===== config.mk =====
export PLATFORM = sky130hd
export DESIGN_NAME = bbat_back
export DESIGN_NICKNAME = d
export VERILOG_FILES = /design/src/hdl/bbat_pkg.sv /design/src/hdl/bbat_back.sv
export SDC_FILE = /design/constraint.sdc
export NUM_CORES = 2
export LEC_CHECK = 0
export BUFFER_PORTS_ARGS = -buffer_cell sky130_fd_sc_hd__clkbuf_2
export CORE_MARGIN = 2
export CORE_UTILIZATION = 47
export DETAILED_ROUTE_END_ITERATION = 10
export GPL_TIMING_DRIVEN = 0
export SYNTH_ARGS = -nofsm -noshare
export SYNTH_HDL_FRONTEND = slang
export SYNTH_SLANG_ARGS = --single-unit

===== constraint.sdc =====
create_clock -name clk_i -period 29.9 [get_ports clk_i]
set_input_delay 1.495 -clock clk_i [delete_from_list [all_inputs] [get_ports clk_i]]
set_output_delay 1.495 -clock clk_i [all_outputs]
set_load 0.03 [all_outputs]

===== src/hdl/bbat_pkg.sv =====
`timescale 1ns / 1ps
package bbat_pkg;

  // Default widths: Q16.16 coordinates, Q4.12 weights
  localparam int COORD_W_DEF  = 32;
  localparam int WEIGHT_W_DEF = 16;

  // Integer bits of a weight; the rest are fraction bits
  localparam int WEIGHT_INT = 4;

  // Request queue between front and back
  localparam int QUEUE_DEPTH = 4;

  // Configuration register indexes
  localparam logic [2:0] CFG_WX = 3'd0;
  localparam logic [2:0] CFG_WY = 3'd1;
  localparam logic [2:0] CFG_WZ = 3'd2;
  localparam logic [2:0] CFG_OX = 3'd3;
  localparam logic [2:0] CFG_OY = 3'd4;
  localparam logic [2:0] CFG_OZ = 3'd5;

  // Classified request kinds; hold reports the box untouched
  typedef enum logic [1:0] {
    OP_RESET = 2'd0,
    OP_ADD   = 2'd1,
    OP_XFORM = 2'd2,
    OP_HOLD  = 2'd3
  } op_e;

endpackage


===== src/hdl/bbat_back.sv =====
`timescale 1ns / 1ps
module bbat_back import bbat_pkg::*; #(
  parameter int COORD_W  = COORD_W_DEF,
  parameter int WEIGHT_W = WEIGHT_W_DEF
) (
  input  logic                  clk_i,
  input  logic                  rst_ni,
  input  logic                  q_valid_i,
  input  op_e                   q_op_i,
  input  logic [3*COORD_W-1:0]  q_point_i,
  output logic                  q_pop_o,
  input  logic [3*WEIGHT_W-1:0] weights_i [3],
  input  logic [COORD_W-1:0]    offset_i [3],
  output logic                  out_valid_o,
  input  logic                  out_ready_i,
  output logic [6*COORD_W-1:0]  out_box_o,
  output logic                  out_empty_o
);

  localparam int FRAC = WEIGHT_W - WEIGHT_INT;
  localparam int PW   = COORD_W + WEIGHT_W;
  localparam int AW   = COORD_W + WEIGHT_W + 3;
  localparam logic signed [COORD_W-1:0] CMAX = {1'b0, {(COORD_W - 1){1'b1}}};
  localparam logic signed [COORD_W-1:0] CMIN = {1'b1, {(COORD_W - 1){1'b0}}};

  typedef enum logic [1:0] {
    ST_IDLE,
    ST_XF,
    ST_WR
  } state_e;

  function automatic logic signed [COORD_W-1:0] clamp(input logic signed [AW-1:0] v);
    if (v > AW'(CMAX))      return CMAX;
    else if (v < AW'(CMIN)) return CMIN;
    else                    return v[COORD_W-1:0];
  endfunction

  state_e                      state_q;
  logic signed [COORD_W-1:0]   lo_q [3], hi_q [3], nlo_q [3], nhi_q [3];
  logic signed [COORD_W-1:0]   lo_d [3], hi_d [3], lo_n [3], hi_n [3], pt [3];
  logic [1:0]                  ia_q, ik_q, m_a_q, m_k_q;
  logic                        iss_q, m_v_q;
  logic signed [PW-1:0]        pa, pb, pmin_q, pmax_q;
  logic signed [WEIGHT_W-1:0]  w_sel;
  logic signed [AW-1:0]        amin_q, amax_q, off_ext, sum_min, sum_max;
  logic signed [COORD_W-1:0]   out_lo_q [3], out_hi_q [3];
  logic                        out_v_q, out_e_q;
  logic                        empty, out_free, idle_go, start_xf, direct_load, commit, out_load;

  assign empty    = lo_q[0] > hi_q[0];
  assign out_free = !out_v_q || out_ready_i;
  assign idle_go  = (state_q == ST_IDLE) && q_valid_i && out_free;
  assign start_xf = idle_go && (q_op_i == OP_XFORM) && !empty;
  assign direct_load = idle_go && !start_xf;
  assign commit   = (state_q == ST_WR) && out_free;
  assign out_load = direct_load || commit;
  assign q_pop_o  = idle_go;

  // Direct requests: empty, widen, or leave the box
  always_comb begin
    for (int i = 0; i < 3; i++) begin
      pt[i]   = q_point_i[i*COORD_W +: COORD_W];
      lo_d[i] = lo_q[i];
      hi_d[i] = hi_q[i];
      case (q_op_i)
        OP_RESET: begin
          lo_d[i] = CMAX;
          hi_d[i] = CMIN;
        end
        OP_ADD: begin
          if (pt[i] < lo_q[i]) lo_d[i] = pt[i];
          if (pt[i] > hi_q[i]) hi_d[i] = pt[i];
        end
        default: ;
      endcase
      lo_n[i] = commit ? nlo_q[i] : lo_d[i];
      hi_n[i] = commit ? nhi_q[i] : hi_d[i];
    end
  end

  // Transform products: one weight against both bounds of one input axis
  assign w_sel = weights_i[ia_q][ik_q*WEIGHT_W +: WEIGHT_W];
  assign pa    = w_sel * lo_q[ik_q];
  assign pb    = w_sel * hi_q[ik_q];

  // Separable min/max of the affine sum, offset seeded on the first term
  assign off_ext = AW'($signed(offset_i[m_a_q])) <<< FRAC;
  assign sum_min = ((m_k_q == 2'd0) ? off_ext : amin_q) + AW'(pmin_q);
  assign sum_max = ((m_k_q == 2'd0) ? off_ext : amax_q) + AW'(pmax_q);

  // Datapath registers
  always_ff @(posedge clk_i) begin
    pmin_q <= (pa < pb) ? pa : pb;
    pmax_q <= (pa < pb) ? pb : pa;
    m_a_q  <= ia_q;
    m_k_q  <= ik_q;
    if (m_v_q) begin
      amin_q <= sum_min;
      amax_q <= sum_max;
      if (m_k_q == 2'd2) begin
        nlo_q[m_a_q] <= clamp(sum_min >>> FRAC);
        nhi_q[m_a_q] <= clamp(sum_max >>> FRAC);
      end
    end
    if (out_load) begin
      for (int i = 0; i < 3; i++) begin
        out_lo_q[i] <= lo_n[i];
        out_hi_q[i] <= hi_n[i];
      end
      out_e_q <= lo_n[0] > hi_n[0];
    end
  end

  // Control, box state and sequencer
  always_ff @(posedge clk_i or negedge rst_ni) begin
    if (!rst_ni) begin
      state_q <= ST_IDLE;
      iss_q   <= 1'b0;
      ia_q    <= '0;
      ik_q    <= '0;
      m_v_q   <= 1'b0;
      out_v_q <= 1'b0;
      for (int i = 0; i < 3; i++) begin
        lo_q[i] <= CMAX;
        hi_q[i] <= CMIN;
      end
    end else begin
      m_v_q <= iss_q;
      if (start_xf) begin
        state_q <= ST_XF;
        iss_q   <= 1'b1;
        ia_q    <= '0;
        ik_q    <= '0;
      end else if (iss_q) begin
        if (ik_q == 2'd2) begin
          ik_q <= '0;
          if (ia_q == 2'd2) iss_q <= 1'b0;
          else              ia_q  <= ia_q + 1'b1;
        end else begin
          ik_q <= ik_q + 1'b1;
        end
      end
      if (state_q == ST_XF && m_v_q && m_k_q == 2'd2 && m_a_q == 2'd2) state_q <= ST_WR;
      if (commit) state_q <= ST_IDLE;
      if (out_load) begin
        for (int i = 0; i < 3; i++) begin
          lo_q[i] <= lo_n[i];
          hi_q[i] <= hi_n[i];
        end
      end
      if (out_load)         out_v_q <= 1'b1;
      else if (out_ready_i) out_v_q <= 1'b0;
    end
  end

  assign out_valid_o = out_v_q;
  assign out_empty_o = out_e_q;
  assign out_box_o   = {out_hi_q[2], out_hi_q[1], out_hi_q[0],
                        out_lo_q[2], out_lo_q[1], out_lo_q[0]};

  // The box holds still while the bounds are being transformed
  a_xf_stable: assert property (@(posedge clk_i) disable iff (!rst_ni)
    (state_q == ST_XF) |=> ($stable(lo_q[0]) && $stable(hi_q[2])))
    else $error("box changed during transform");

  // Requests leave the queue only when the sequencer is free
  a_pop_idle: assert property (@(posedge clk_i) disable iff (!rst_ni)
    q_pop_o |-> (state_q == ST_IDLE && !iss_q && !m_v_q))
    else $error("pop while transform busy");

  // A result is never loaded over one still waiting
  a_no_overrun: assert property (@(posedge clk_i) disable iff (!rst_ni)
    (out_v_q && !out_ready_i) |-> !out_load)
    else $error("result overwritten");

  // A box that is not empty is ordered on every axis
  a_ordered: assert property (@(posedge clk_i) disable iff (!rst_ni)
    !empty |-> (lo_q[1] <= hi_q[1] && lo_q[2] <= hi_q[2]))
    else $error("box bounds out of order");

endmodule


==> impl_results.md <==
- Critical Path Fanout Max: 10
- Status: finished, violations left
- Synth Area in Compound Gates: 15.45%
- DR pass1 iterations: 6
- Worst EP required: 30.41 ns
- Yosys cell types: 96
- CTS buffer count: 90
- CTS tree: done
- Post-cts sizing count: 0
- Syn. warnings: 0
- Placed wire-length estimate: 313000 um
- Total number of vias: 72590
- Reg clk slew, reported paths: 0.07 ns
- RD Place Congestion: 1.102
- Number of routed nets with antenna violations: 0
- Max cap viols: 9
- Final core utilization: 53.00%
- CP Class: reg2reg
- Worst relative slew slack: -10.87%
- Main synth FF type: edfxtp_1
- Hold Fails Final Rpt: 0
- Min-delay worst type: reg2reg
- Layout cells sized above 1: 11.34%
- Initial antenna violation count: 38
- Crit. End Element: flop
- Fill count: 16710
- Row Count: 154
- All-Layer GR Usage: 40.49%
- Post-Synth XOR/XNOR Area: 2.072%
- Final hold slack: 0.5480 ns
- Final setup TNS: 0 ns
- Post-synth top cells: inv_1 (1516), fa_1 (974), nand2_1 (869)
- Port buffer count: 536
- DR DRC count: 0
- Layout Cells excl Fill: 12110
- Adder-cell share of the synthesized area: 32.69%
- Seq/Total Area, Yosys: 26.01%
- IO Pins: 537
- WL/cell: 30.40 um
- Cell area after synthesis: 83720 um^2
- Synth top area share: 23.29%
- Syn nets: 10920
- Iter 0 DRT Violations: 8437
- Cells after DPL: 11910
- Most common cell in the netlist: inv_1
- Top cell type by total area after synthesis: fa_1
- CTS Buffer Depth: 3
- Vias in the first global route: 71660
- Violated checks: max-capacitance violations, max-slew violations
- Die H: 426.0 um
- Synth area leaders: fa_1 (23%), edfxtp_1 (17%), ha_1 (9.4%)
- Synth async-reset ratio: 25.51%
- Slew Limit Fails: 64
- Die span in x: 426.0 um
- EDFF count, synth: 487
- RSZ-0062 raised after global routing: no
- Max stage delay on crit path: 1.21 ns
- CTS Root Cell: clkbuf_16
- Register bit total from synthesis: 788
- Critical Path AT: 17.80 ns
- Via density: 5.994
- CP max-delay cell: clkbuf_1
- Main combinational cell family by area after synthesis: adder cells
- Max Clk Rate: 57.84 MHz
- Clock skew: 0.06966 ns
- # hold bufs at CTS: 0
- Latest clock arrival within the worst-skew pair: 0.74 ns
- Setup violations, final: 0
- Area Overhead vs Synth: 11.75%
- Setup Fix Bufs, Post-CTS: 0
- CTS sink cnt: 788
- Tightest Pin Transition: 1.652 ns
- Overflow after GRT: 0
- Initial core utilization: 47.43%
- Simple-gate area share of the yosys netlist: 11.36%
- Die area: 181500 um^2
- Fraction of synthesized area in multiplexers: 3.485%
- Global-route wire length before repair: 520000 um
- Final nets: 11610
- Tcrit/Tclk final: 57.82%
- Largest net degree at the start of global routing: 100
- Core ar.: 176500 um^2
- Total wire length: 368100 um
- Minimum clock period: 17.29 ns
- Startpoint type of the worst setup path: flop
- Htree depth: 3
- Syn avg cell area: 9.332 um^2
- Gate Count Post-Synth: 8971
==> flip-flops by register name (all words and copies together), names as in the netlist, 2 cells and up <==
signal,count
nhi_q,96
ik_q,2
m_k_q,2
hi_q,96
ia_q,2
state_q,2
nlo_q,96
out_hi_q,96
amax_q,51
pmin_q,48
amin_q,51
m_a_q,2
lo_q,96
pmax_q,48
out_lo_q,96
==> critical path: cells and delay by family (launching register included) <==
family          cells  cell delay (ns)
flops               1             0.51
xor+xnor            1             0.65
compound gates     15             5.53
buf+inv            13             4.93
mux                 1             0.54
simple gates        6             0.86
fa+ha+maj           8             3.92
==> cell type report <==
| cell class | count | area (um^2) | area share, % |
|---|---|---|---|
| diodes | 34 | 85.08 | 0.09095 |
| multi-input cells | 6206 | 54650 | 58.41 |
| plain buffers | 459 | 1782 | 1.905 |
| clock buffers | 111 | 2454 | 2.623 |
| flip-flops and latches | 788 | 21780 | 23.28 |
| well taps | 2340 | 2928 | 3.130 |
| inverters | 1518 | 5698 | 6.091 |
| repair buffers | 597 | 3551 | 3.796 |
| clock inverters | 58 | 628.1 | 0.6714 |
==> cell usage in the layout (no fill, tap or decap), types with 323 or more instances in the layout <==
| cell type | n |
|---|---|
| nor2_1 | 748 |
| fa_1 | 974 |
| clkbuf_2 | 536 |
| clkbuf_1 | 402 |
| a21o_1 | 323 |
| ha_1 | 629 |
| a21oi_1 | 567 |
| inv_1 | 1516 |
| edfxtp_1 | 487 |
| nand2_1 | 869 |
==> path summary, 6_finish.rpt <==
check / from / endpoint / slack [ns] / depth (start not counted)
max in group asynchronous: rst_ni / m_v_q / 28.37 / 2
hold / removal: nlo_q[2][31] / lo_q[31] / 0.55 / 2
setup / recovery: ik_q[0] / pmax_q[0] / 12.61 / 44
setup reg to reg: ik_q[0] / pmax_q[0] / 12.61 / 44
hold reg to reg: nlo_q[2][31] / lo_q[31] / 0.55 / 2
min in group asynchronous: rst_ni / hi_q[91] / 0.60 / 1
==> metrics by stage <==
step / setup slack [ns] / cell area [um^2]
finish: 12.61 / 93550
global route: 12.53 / 93510
CTS: 13.10 / 93430
detailed placement: 13.28 / 90350
global placement: 13.36 / 89330
floorplan: 19.32 / 83720
==> layer usage <==
metal	share of wire [%]	wire [um]	GRT usage (%)	vias up
li1	-	-	-	31260
met1	38	140300	51.71	36340
met2	42	156400	60.04	4029
met3	10	38260	10.07	950
met4	9.0	33140	28.85	14
met5	0.030	111	0	-
==> kinds of logic (layout without fill, tap and decap cells) <==
| group | after synthesis | after routing |
|---|---|---|
| compound gates | 1964 | 1964 |
| xor+xnor | 198 | 198 |
| fa+ha+maj | 1603 | 1603 |
| buf+inv | 1977 | 2743 |
| flops | 788 | 788 |
| mux | 259 | 259 |
| other cells | 0 | 34 |
| simple gates | 2182 | 2182 |
Power is not shown: default switching activity piles up to over one toggle a cycle in this logic, so the estimate is an artifact.
