**config.mk**
```make
export PLATFORM = sky130hd
export DESIGN_NAME = bbat_front
export DESIGN_NICKNAME = d
export VERILOG_FILES = /design/src/hdl/bbat_pkg.sv /design/src/hdl/bbat_front.sv
export SDC_FILE = /design/constraint.sdc
export NUM_CORES = 1
export LEC_CHECK = 0
export ABC_AREA = 1
export BUFFER_PORTS_ARGS = -buffer_cell sky130_fd_sc_hd__buf_2
export CAP_MARGIN = 10
export CORE_UTILIZATION = 40
export CTS_BUF_LIST = sky130_fd_sc_hd__clkbuf_8
export DETAILED_ROUTE_END_ITERATION = 8
export PLACE_DENSITY = 0.62
export SLEW_MARGIN = 15
export SYNTH_ARGS = -nofsm -noshare
export SYNTH_HDL_FRONTEND = slang
export SYNTH_SLANG_ARGS = --single-unit
export TNS_END_PERCENT = 30
```
**constraint.sdc**
```tcl
create_clock -name clk_i -period 10.65 [get_ports clk_i]
set_clock_uncertainty 0.1 [all_clocks]
set_input_delay 0 -clock clk_i [delete_from_list [all_inputs] [get_ports clk_i]]
set_output_delay 0 -clock clk_i [all_outputs]
set_load 0.03 [all_outputs]
```
**src/hdl/bbat_pkg.sv**
```systemverilog
`timescale 1ns / 1ps
package bbat_pkg;

  // Default widths: Q16.16 coordinates, Q4.12 weights
  localparam int COORD_W_DEF  = 32;
  localparam int WEIGHT_W_DEF = 16;

  // Integer bits of a weight; the rest are fraction bits
  localparam int WEIGHT_INT = 4;

  // Request queue between front and back
  localparam int QUEUE_DEPTH = 4;

  // Configuration register indexes
  localparam logic [2:0] CFG_WX = 3'd0;
  localparam logic [2:0] CFG_WY = 3'd1;
  localparam logic [2:0] CFG_WZ = 3'd2;
  localparam logic [2:0] CFG_OX = 3'd3;
  localparam logic [2:0] CFG_OY = 3'd4;
  localparam logic [2:0] CFG_OZ = 3'd5;

  // Classified request kinds; hold reports the box untouched
  typedef enum logic [1:0] {
    OP_RESET = 2'd0,
    OP_ADD   = 2'd1,
    OP_XFORM = 2'd2,
    OP_HOLD  = 2'd3
  } op_e;

endpackage

```
**src/hdl/bbat_front.sv**
```systemverilog
`timescale 1ns / 1ps
module bbat_front import bbat_pkg::*; #(
  parameter int COORD_W = COORD_W_DEF
) (
  input  logic                 clk_i,
  input  logic                 rst_ni,
  input  logic                 in_valid_i,
  output logic                 in_ready_o,
  input  logic [1:0]           in_kind_i,
  input  logic [3*COORD_W-1:0] in_point_i,
  output logic                 q_valid_o,
  output op_e                  q_op_o,
  output logic [3*COORD_W-1:0] q_point_o,
  input  logic                 q_pop_i
);

  localparam int PTR_W = $clog2(QUEUE_DEPTH);
  localparam int CNT_W = $clog2(QUEUE_DEPTH + 1);

  typedef struct packed {
    op_e                  op;
    logic [3*COORD_W-1:0] point;
  } entry_t;

  entry_t           mem_q [QUEUE_DEPTH];
  logic [PTR_W-1:0] wr_ptr_q, rd_ptr_q;
  logic [CNT_W-1:0] cnt_q;
  op_e              op_in;
  logic             push, pop;

  // Classify the request kind
  always_comb begin
    case (in_kind_i)
      2'd0:    op_in = OP_RESET;
      2'd1:    op_in = OP_ADD;
      2'd2:    op_in = OP_XFORM;
      default: op_in = OP_HOLD;
    endcase
  end

  assign in_ready_o = (cnt_q != CNT_W'(QUEUE_DEPTH));
  assign push       = in_valid_i && in_ready_o;
  assign q_valid_o  = (cnt_q != '0);
  assign pop        = q_pop_i && q_valid_o;
  assign q_op_o     = mem_q[rd_ptr_q].op;
  assign q_point_o  = mem_q[rd_ptr_q].point;

  // Queue storage
  always_ff @(posedge clk_i) begin
    if (push) begin
      mem_q[wr_ptr_q] <= '{op: op_in, point: in_point_i};
    end
  end

  // Queue pointers and fill count
  always_ff @(posedge clk_i or negedge rst_ni) begin
    if (!rst_ni) begin
      wr_ptr_q <= '0;
      rd_ptr_q <= '0;
      cnt_q    <= '0;
    end else begin
      if (push) wr_ptr_q <= (wr_ptr_q == PTR_W'(QUEUE_DEPTH - 1)) ? '0 : wr_ptr_q + 1'b1;
      if (pop)  rd_ptr_q <= (rd_ptr_q == PTR_W'(QUEUE_DEPTH - 1)) ? '0 : rd_ptr_q + 1'b1;
      if (push && !pop)      cnt_q <= cnt_q + 1'b1;
      else if (pop && !push) cnt_q <= cnt_q - 1'b1;
    end
  end

endmodule

```
==> impl_summary.txt, run 1 <==
----------------------------------------------------
[Timing]
  Headroom to the max-slew limit ... 25.0%
  Final Hold Viols ... 0
  Post-Route Setup TNS ... 0 ns
  # setup viols final ... 0
  Setup repair after global routing missed its margin ... false
  Worst Max-Slew Pin Slew ... 1.12 ns
  Max Fclk ... 283 MHz
  Final period utilization ... 33.2%
  Clock period minus final worst setup slack ... roughly 3.5 ns
  Max-slew violation count ... 0

[Drt]
  Number of remaining DRC errors ... 0
  Detailed-route vias per instance ... roughly 4.7
  Count of routing violations after the opening detailed-route iteration ... 468
  Count of vias placed by the detailed router ... 9840
  Number of search-and-repair iterations in the first detailed-routing pass ... 5
  Number of nets still failing antenna checks after routing ... 0
  Post-detailed-routing wire length ... 32500 um
  DR WL/cell ... 15.4 um

[GRT]
  Antenna violations before repair ... 1
  Global route total overflow ... 0
  Vias in the first global route ... 9668
  Maximum number of pins on one net before global-route repair ... 258
  Global router's overall resource usage ... 16.0%
  Global-route wire length before repair ... 50900 um

[Setup path]
  Critical path buffers and inverters ... 3
  Data required time at the worst endpoint ... between 10 and 15 ns
  Slowest cell delay on critical path ... roughly 0.8 ns
  Maximum net fanout on the critical path ... between 200 and 300
  R2r worst-path depth ... 6
  Worst Path Arrival ... 3.44 ns
  Stages on the worst setup path ... 5
  Capturing element type of the critical path ... output pin
  Category of cells accounting for the largest share of critical-path delay ... buffers and inverters
  Worst-path cell with the longest stage delay ... sky130_fd_sc_hd__buf_4
  Critical path type ... flip-flop to output pin
  Crit path launch type ... flip-flop
  Sequence of cells on the critical path ... buf_12 -> buf_4 -> o211ai_1 -> nand2_1 -> buf_2
  Worst reg-to-reg setup slack ... 7.38 ns

[Logic synthesis]
  Number of instances in the synthesized netlist ... around 1200
  Flop and latch count out of synthesis ... 399
  Warnings, synthesis ... 0
  Average size of a mapped cell ... 13.4 um^2
  Sequential area share after synthesis ... 73.9%
  Synthesized Nets ... approximately 1300
  Mapped cell area ... about 16000 um^2
  Number of distinct library cell variants in the gate-level netlist after synthesis ... 18

[Worst hold path]
  Hold path depth ... 2
  Min-Delay Path Class ... input port to flip-flop

[Clock network]
  H-tree lvl count ... 3
  Clock insertion delay at the later pin of the skew report ... slightly below 0.6 ns
  Clock Root Buffer ... sky130_fd_sc_hd__clkbuf_8
  Count of clock tree sinks ... approximately 400
  Number of buffers added by the clock tree synthesis step ... 68
  TritonCTS clock tree ... built
  Number of post-CTS setup repair buffers ... 0
  Deepest clock path buffer count ... 3
  Clock-pin transition on the worst setup and hold timing paths ... 0.06 ns

[Placed design]
  Placer Congestion ... 0.724
  Number of buffer cells added on primary ports ... 201
  Number of placed instances with taps included ... 1875
  HPWL reported at the end of detailed placement ... ~17000 um

[Layout]
  Share of layout cells above drive strength 1 ... 19.3%
  Number of standard cells in the final layout excluding fillers ... 2113
  Area Overhead vs Synth ... 22.5%
  Final #Nets ... 1649
  Number of filler cells placed in the layout ... 3467
  Commonest non-fill, non-tap cell in the layout ... sky130_fd_sc_hd__edfxtp_1
  Most frequent cells in the layout ... 392 x sky130_fd_sc_hd__edfxtp_1, 309 x sky130_fd_sc_hd__nand2_1, 226 x sky130_fd_sc_hd__inv_1

[Floorplan]
  Height of the chip ... between 200 and 250 um
  Floorplan row count ... 73
  Chip width ... 203 um
  Starting utilization of the core area ... roughly 41%
  Placeable core region ... 39800 um^2
  Ports placed on the boundary ... 202
  Die ar. ... 41200 um^2

[Job]
  Max-Cap Viols ... 0

[Power and ir drop]
  Maximum vdd ir drop ... 309 uV
  PwrDens ... 279 nW/um^2
  Cell leakage power ... 7.89 nW

[Outcome]
  Result of the run ... finished clean

----------------------------------------------------
-- routing by layer --
layer  track usage, %  vias to the layer above  share of wire (%)
met5                0                        -                  0
met1             19.9                     4688                 43
met4             5.67                        0                1.8
met2             26.3                      234                 49
li1                 -                     4871                  -
met3             4.82                       47                6.1
-- per-stage QoR --
step | utilization [%] | area, um^2 | setup WS, ns | hold WS [ns] | power (mW)
6_report | 49.8 | 19800 | 7.11 | 0.0449 | 5.52
5_1_grt | 49.8 | 19800 | 6.68 | 0.00732 | 5.86
4_1_cts | 49.8 | 19800 | 6.91 | 0.000552 | 5.61
3_5_place_dp | 43.6 | 17400 | 7.28 | -0.253 | 4.29
3_3_place_gp | 43.6 | 17400 | 7.36 | -0.255 | 4.26
2_1_floorplan | - | 16200 | 4.91 | -0.396 | 3.84
-- cell families after synthesis --
| kind of cell | count (synthesis) | synth area share (%) |
|---|---|---|
| AOI/OAI and AO/OA | 197 | 9.28 |
| xor gates and xnor gates | 1 | 0.0542 |
| buffers and inverters | 277 | 8.64 |
| and+or+nand+nor | 323 | 7.57 |
| adders and majority gates | 7 | 0.588 |
| DFF | 399 | 73.9 |
-- flip-flops by register name (all words and copies together) (netlist names) --
name      cells
cnt_q         3
mem_q       392
wr_ptr_q      2
rd_ptr_q      2
-- layout make-up --
cell class	count	area [um^2]	area share, %
Timing Repair Buffer	333	2310	11.7
Tap cell	525	657	3.31
Antenna cell	1	2.50	0.0126
Sequential cell	399	12000	60.3
Multi-Input combinational cell	528	2860	14.4
Clock buffer	70	963	4.86
Inverter	210	791	3.99
Clock inverter	47	282	1.42
-- cells in the mapped netlist --
cell	instances	share of area, %
sky130_fd_sc_hd__edfxtp_1	392	73
sky130_fd_sc_hd__nand2_1	309	7.2
sky130_fd_sc_hd__inv_1	209	4.9
sky130_fd_sc_hd__o211ai_1	191	8.9
sky130_fd_sc_hd__buf_6	42	2.9
sky130_fd_sc_hd__buf_2	17	0.53
sky130_fd_sc_hd__dfrtp_1	7	1.1
sky130_fd_sc_hd__nand3_1	7	0.22
sky130_fd_sc_hd__ha_1	6	0.46
sky130_fd_sc_hd__nor2_1	6	0.14
sky130_fd_sc_hd__buf_4	5	0.23
sky130_fd_sc_hd__o211ai_2	5	0.39
sky130_fd_sc_hd__clkbuf_1	3	0.070
sky130_fd_sc_hd__fa_1	1	0.12
sky130_fd_sc_hd__inv_4	1	0.039
sky130_fd_sc_hd__nand4_1	1	0.039
sky130_fd_sc_hd__o21ai_0	1	0.031
sky130_fd_sc_hd__xnor2_1	1	0.054
-- path summary, 6_finish.rpt --
path	startpoint	to
max	rd_ptr_q[0]	q_point_o[94]
min	in_point_i[67]	mem_q[2][67]
max reg2reg	cnt_q[0]	mem_q[3][22]
min reg2reg	cnt_q[2]	cnt_q[2]
max in group asynchronous	rst_ni	rd_ptr_q[0]
min in group asynchronous	rst_ni	rd_ptr_q[1]
-- timing repair --
| action | 4_1_cts | 5_1_grt |
|---|---|---|
| hold endpoints to repair | 406 | 0 |
| endpoints found under the setup margin | 0 | 0 |
| hold buffers | 120 | 0 |
| gates resized for setup | 0 | 0 |
-- power breakdown --
group	switching, mW	internal (mW)	total [mW]	leakage (nW)
logic	1.51	0.559	2.07	3.54
registers	0.117	2.07	2.18	3.67
clock network	0.586	0.681	1.27	0.679
total	2.21	3.31	5.52	7.89
(Power assumes the default switching activity.)
==> run 2: changes to the inputs <==
clock period = 3.4 ns   (was 10.65 ns; I/O delays follow)
==> run 2 against run 1 <==
Net effect:
- clock-buffer cell count down 1
- combinational power grew to 3.2 times the previous value
- via count is 1.0% higher
- final cell count shrank 0.66%
- critical path depth did not move
- die area did not move
- total power increased to 3.1 times the previous value
- critical path type unchanged
==> impl_summary.txt, run 2 (synthesis gave the netlist of run 1 again) <==
----------------------------------------------------
[Outcome]
  Result of the run ... finished clean (unchanged)

[Placed design]
  Number of buffer cells added on primary ports ... 201 (unchanged)
  HPWL reported at the end of detailed placement ... 18500 um (was 17500 um)
  Number of placed instances with taps included ... 1879 (was 1875)
  Placer Congestion ... 0.725 (was 0.724)
  Placed cell areas ... 17500 um^2 (was 17400 um^2)

[Timing]
  Final Hold Viols ... 0 (unchanged)
  Setup repair after global routing missed its margin ... false (unchanged)
  # setup viols final ... 0 (unchanged)
  Max Fclk ... 378 MHz
  Worst Max-Slew Pin Slew ... 0.707 ns (was 1.12 ns)
  Clock period minus final worst setup slack ... 2.65 ns
  Final period utilization ... 77.9%
  Headroom to the max-slew limit ... 52.9% (was 25.0%)
  Max-slew violation count ... 0 (unchanged)

[Layout]
  Share of layout cells above drive strength 1 ... 19.5% (was 19.3%)
  Commonest non-fill, non-tap cell in the layout ... sky130_fd_sc_hd__edfxtp_1 (unchanged)
  Share of the core filled with cells ... 49.4% (was 49.8%)
  Number of flip-flops under the largest register name ... 392 (unchanged)
  Final #Nets ... 1634 (was 1649)
  Number of filler cells placed in the layout ... 3567 (was 3467)
  Number of standard cells in the final layout excluding fillers ... 2099 (was 2113)
  Most frequent cells in the layout ... 392 x sky130_fd_sc_hd__edfxtp_1, 309 x sky130_fd_sc_hd__nand2_1, 234 x sky130_fd_sc_hd__inv_1 (was 392 x sky130_fd_sc_hd__edfxtp_1, 309 x sky130_fd_sc_hd__nand2_1, 226 x sky130_fd_sc_hd__inv_1)
  Layout Cell Area excl Fill ... 19700 um^2 (was 19800 um^2)
  Top register by number of flip-flops ... mem_q (unchanged)
  Area Overhead vs Synth ... 21.8% (was 22.5%)
  Leading registers by flop count ... mem_q x392, cnt_q x3 (unchanged)

[Power and ir drop]
  Maximum vdd ir drop ... 608 uV (was 309 uV)
  Total power draw ... 17.2 mW (was 5.52 mW)
  Cell leakage power ... 7.87 nW (was 7.89 nW)
  PwrDens ... 874 nW/um^2 (was 279 nW/um^2)

[Clock network]
  TritonCTS clock tree ... built (unchanged)
  Number of post-CTS setup repair buffers ... 0 (unchanged)
  Clock-pin transition on the worst setup and hold timing paths ... 0.06 ns (about the same)
  Count of clock tree sinks ... 399 (unchanged)
  Deepest clock path buffer count ... 3 (unchanged)
  H-tree lvl count ... 3 (unchanged)
  Number of buffers added by the clock tree synthesis step ... 67 (was 68)
  Clock Root Buffer ... sky130_fd_sc_hd__clkbuf_8 (unchanged)
  Clock insertion delay at the later pin of the skew report ... 0.59 ns (about the same)
  Number of gates given a new drive strength after cts ... 0 (unchanged)

[Drt]
  Met2 wire length ... 16100 um (was 15900 um)
  Met3 wire length ... 1730 um (was 1980 um)
  Count of vias placed by the detailed router ... 9942 (was 9840)
  Highest metal layer used by the detailed router ... met4 (unchanged)
  Post-detailed-routing wire length ... 33100 um (was 32500 um)
  Detailed-route vias per instance ... 4.74 (was 4.66)
  Number of remaining DRC errors ... 0 (unchanged)
  Number of search-and-repair iterations in the first detailed-routing pass ... 5 (unchanged)
  Number of nets still failing antenna checks after routing ... 0 (unchanged)
  DR WL/cell ... 15.7 um (was 15.4 um)
  Count of routing violations after the opening detailed-route iteration ... 478 (was 468)
  Metal-1 WL ... 14500 um (was 14100 um)

[Setup path]
  Critical path buffers and inverters ... 3 (unchanged)
  Worst Path Arrival ... 2.55 ns (was 3.44 ns)
  Category of cells accounting for the largest share of critical-path delay ... buffers and inverters (unchanged)
  Maximum net fanout on the critical path ... 55 (was 257)
  Crit path launch type ... flip-flop (unchanged)
  Capturing element type of the critical path ... output pin (unchanged)
  Worst-path cell with the longest stage delay ... sky130_fd_sc_hd__dfrtp_4 (was sky130_fd_sc_hd__buf_4)
  Slowest cell delay on critical path ... 0.59 ns (was 0.82 ns)
  Sequence of cells on the critical path ... inv_4 -> buf_12 -> o211ai_1 -> nand2_1 -> buf_2 (was buf_12 -> buf_4 -> o211ai_1 -> nand2_1 -> buf_2)
  Data required time at the worst endpoint ... 3.30 ns (was 10.55 ns)
  Critical path type ... flip-flop to output pin (unchanged)

[Worst hold path]
  Min-Delay Path Class ... input port to flip-flop (unchanged)

[GRT]
  Maximum number of pins on one net before global-route repair ... 111 (was 258)
  Antenna violations before repair ... 1 (unchanged)
  Global router's overall resource usage ... 16.3% (was 16.0%)
  Vias in the first global route ... 10000 (was 9668)
  Global-route wire length before repair ... 52300 um (was 50900 um)
  Global route total overflow ... 0 (unchanged)

[Floorplan]
  Placeable core region ... 39800 um^2 (unchanged)
  Height of the chip ... 203 um (unchanged)
  Starting utilization of the core area ... 40.6% (unchanged)
  Chip width ... 203 um (unchanged)
  Floorplan row count ... 73 (unchanged)
  Die ar. ... 41200 um^2 (unchanged)
  Ports placed on the boundary ... 202 (unchanged)

[Job]
  Max-Cap Viols ... 0 (unchanged)

----------------------------------------------------
## run 2: changes by cell type in the layout (fill, tap and decap cells not counted)
| cell | delta |
|---|---|
| sky130_fd_sc_hd__buf_12 | +9 |
| sky130_fd_sc_hd__clkinv_2 | +2 |
| sky130_fd_sc_hd__inv_1 | +8 |
| sky130_fd_sc_hd__inv_6 | +1 |
| sky130_fd_sc_hd__dlygate4sd3_1 | -18 |
| sky130_fd_sc_hd__buf_4 | -5 |
| sky130_fd_sc_hd__bufinv_16 | -3 |
| sky130_fd_sc_hd__clkinvlp_4 | -2 |
| sky130_fd_sc_hd__clkinv_1 | -5 |
| sky130_fd_sc_hd__clkbuf_8 | -1 |
## run 2: worst paths after layout
path,startpoint,to,slack [ns],depth (start not counted)
max in group asynchronous,rst_ni,rd_ptr_q[0],2.65,3
max,rd_ptr_q[1],q_point_o[37],0.75,5
min reg2reg,cnt_q[2],cnt_q[2],0.42,2
min,in_point_i[84],mem_q[2][84],0.06,2
max reg2reg,cnt_q[1],cnt_q[1],1.15,9
min in group asynchronous,rst_ni,rd_ptr_q[1],0.26,3
## run 2: what timing repair did
action,in CTS,in global routing
endpoints found under the hold margin,406,0
hold buffers,102,0
endpoints found under the setup margin,0,0
## run 2: layout make-up
cell class / count / area [um^2] / share of cell area (%)
Antenna cell: 1 / 2.50 / 0.0127
Clock buffer: 69 / 950 / 4.82
Timing Repair Buffer: 319 / 2270 / 11.5
Sequential cell: 399 / 12000 / 60.7
Tap cell: 525 / 657 / 3.34
Inverter: 210 / 791 / 4.02
Multi-Input combinational cell: 528 / 2860 / 14.5
Clock inverter: 48 / 206 / 1.05
## run 2: per-layer routing
| metal | GRT usage, % | vias to the layer above |
|---|---|---|
| li1 | - | 4838 |
| met1 | 20.6 | 4842 |
| met2 | 27.2 | 213 |
| met3 | 4.08 | 49 |
| met4 | 5.99 | 0 |
| met5 | 0 | - |
## run 2: stage by stage
step / TNS [ns] / setup slack (ns) / hold slack (ns)
6_report: 0 / 0.753 / 0.0602
5_1_grt: 0 / 0.572 / 0.0255
4_1_cts: 0 / 0.638 / 0.00396
3_5_place_dp: 0 / 1.17 / -0.253
3_3_place_gp: 0 / 1.24 / -0.256
2_1_floorplan: -289.66 / -0.739 / -0.396
## run 2: report_power, final
part           internal (mW)  total (mW)  switching (mW)
sequential              6.46        6.78           0.326
combinational           1.86        6.71            4.85
clock                   1.88        3.71            1.83
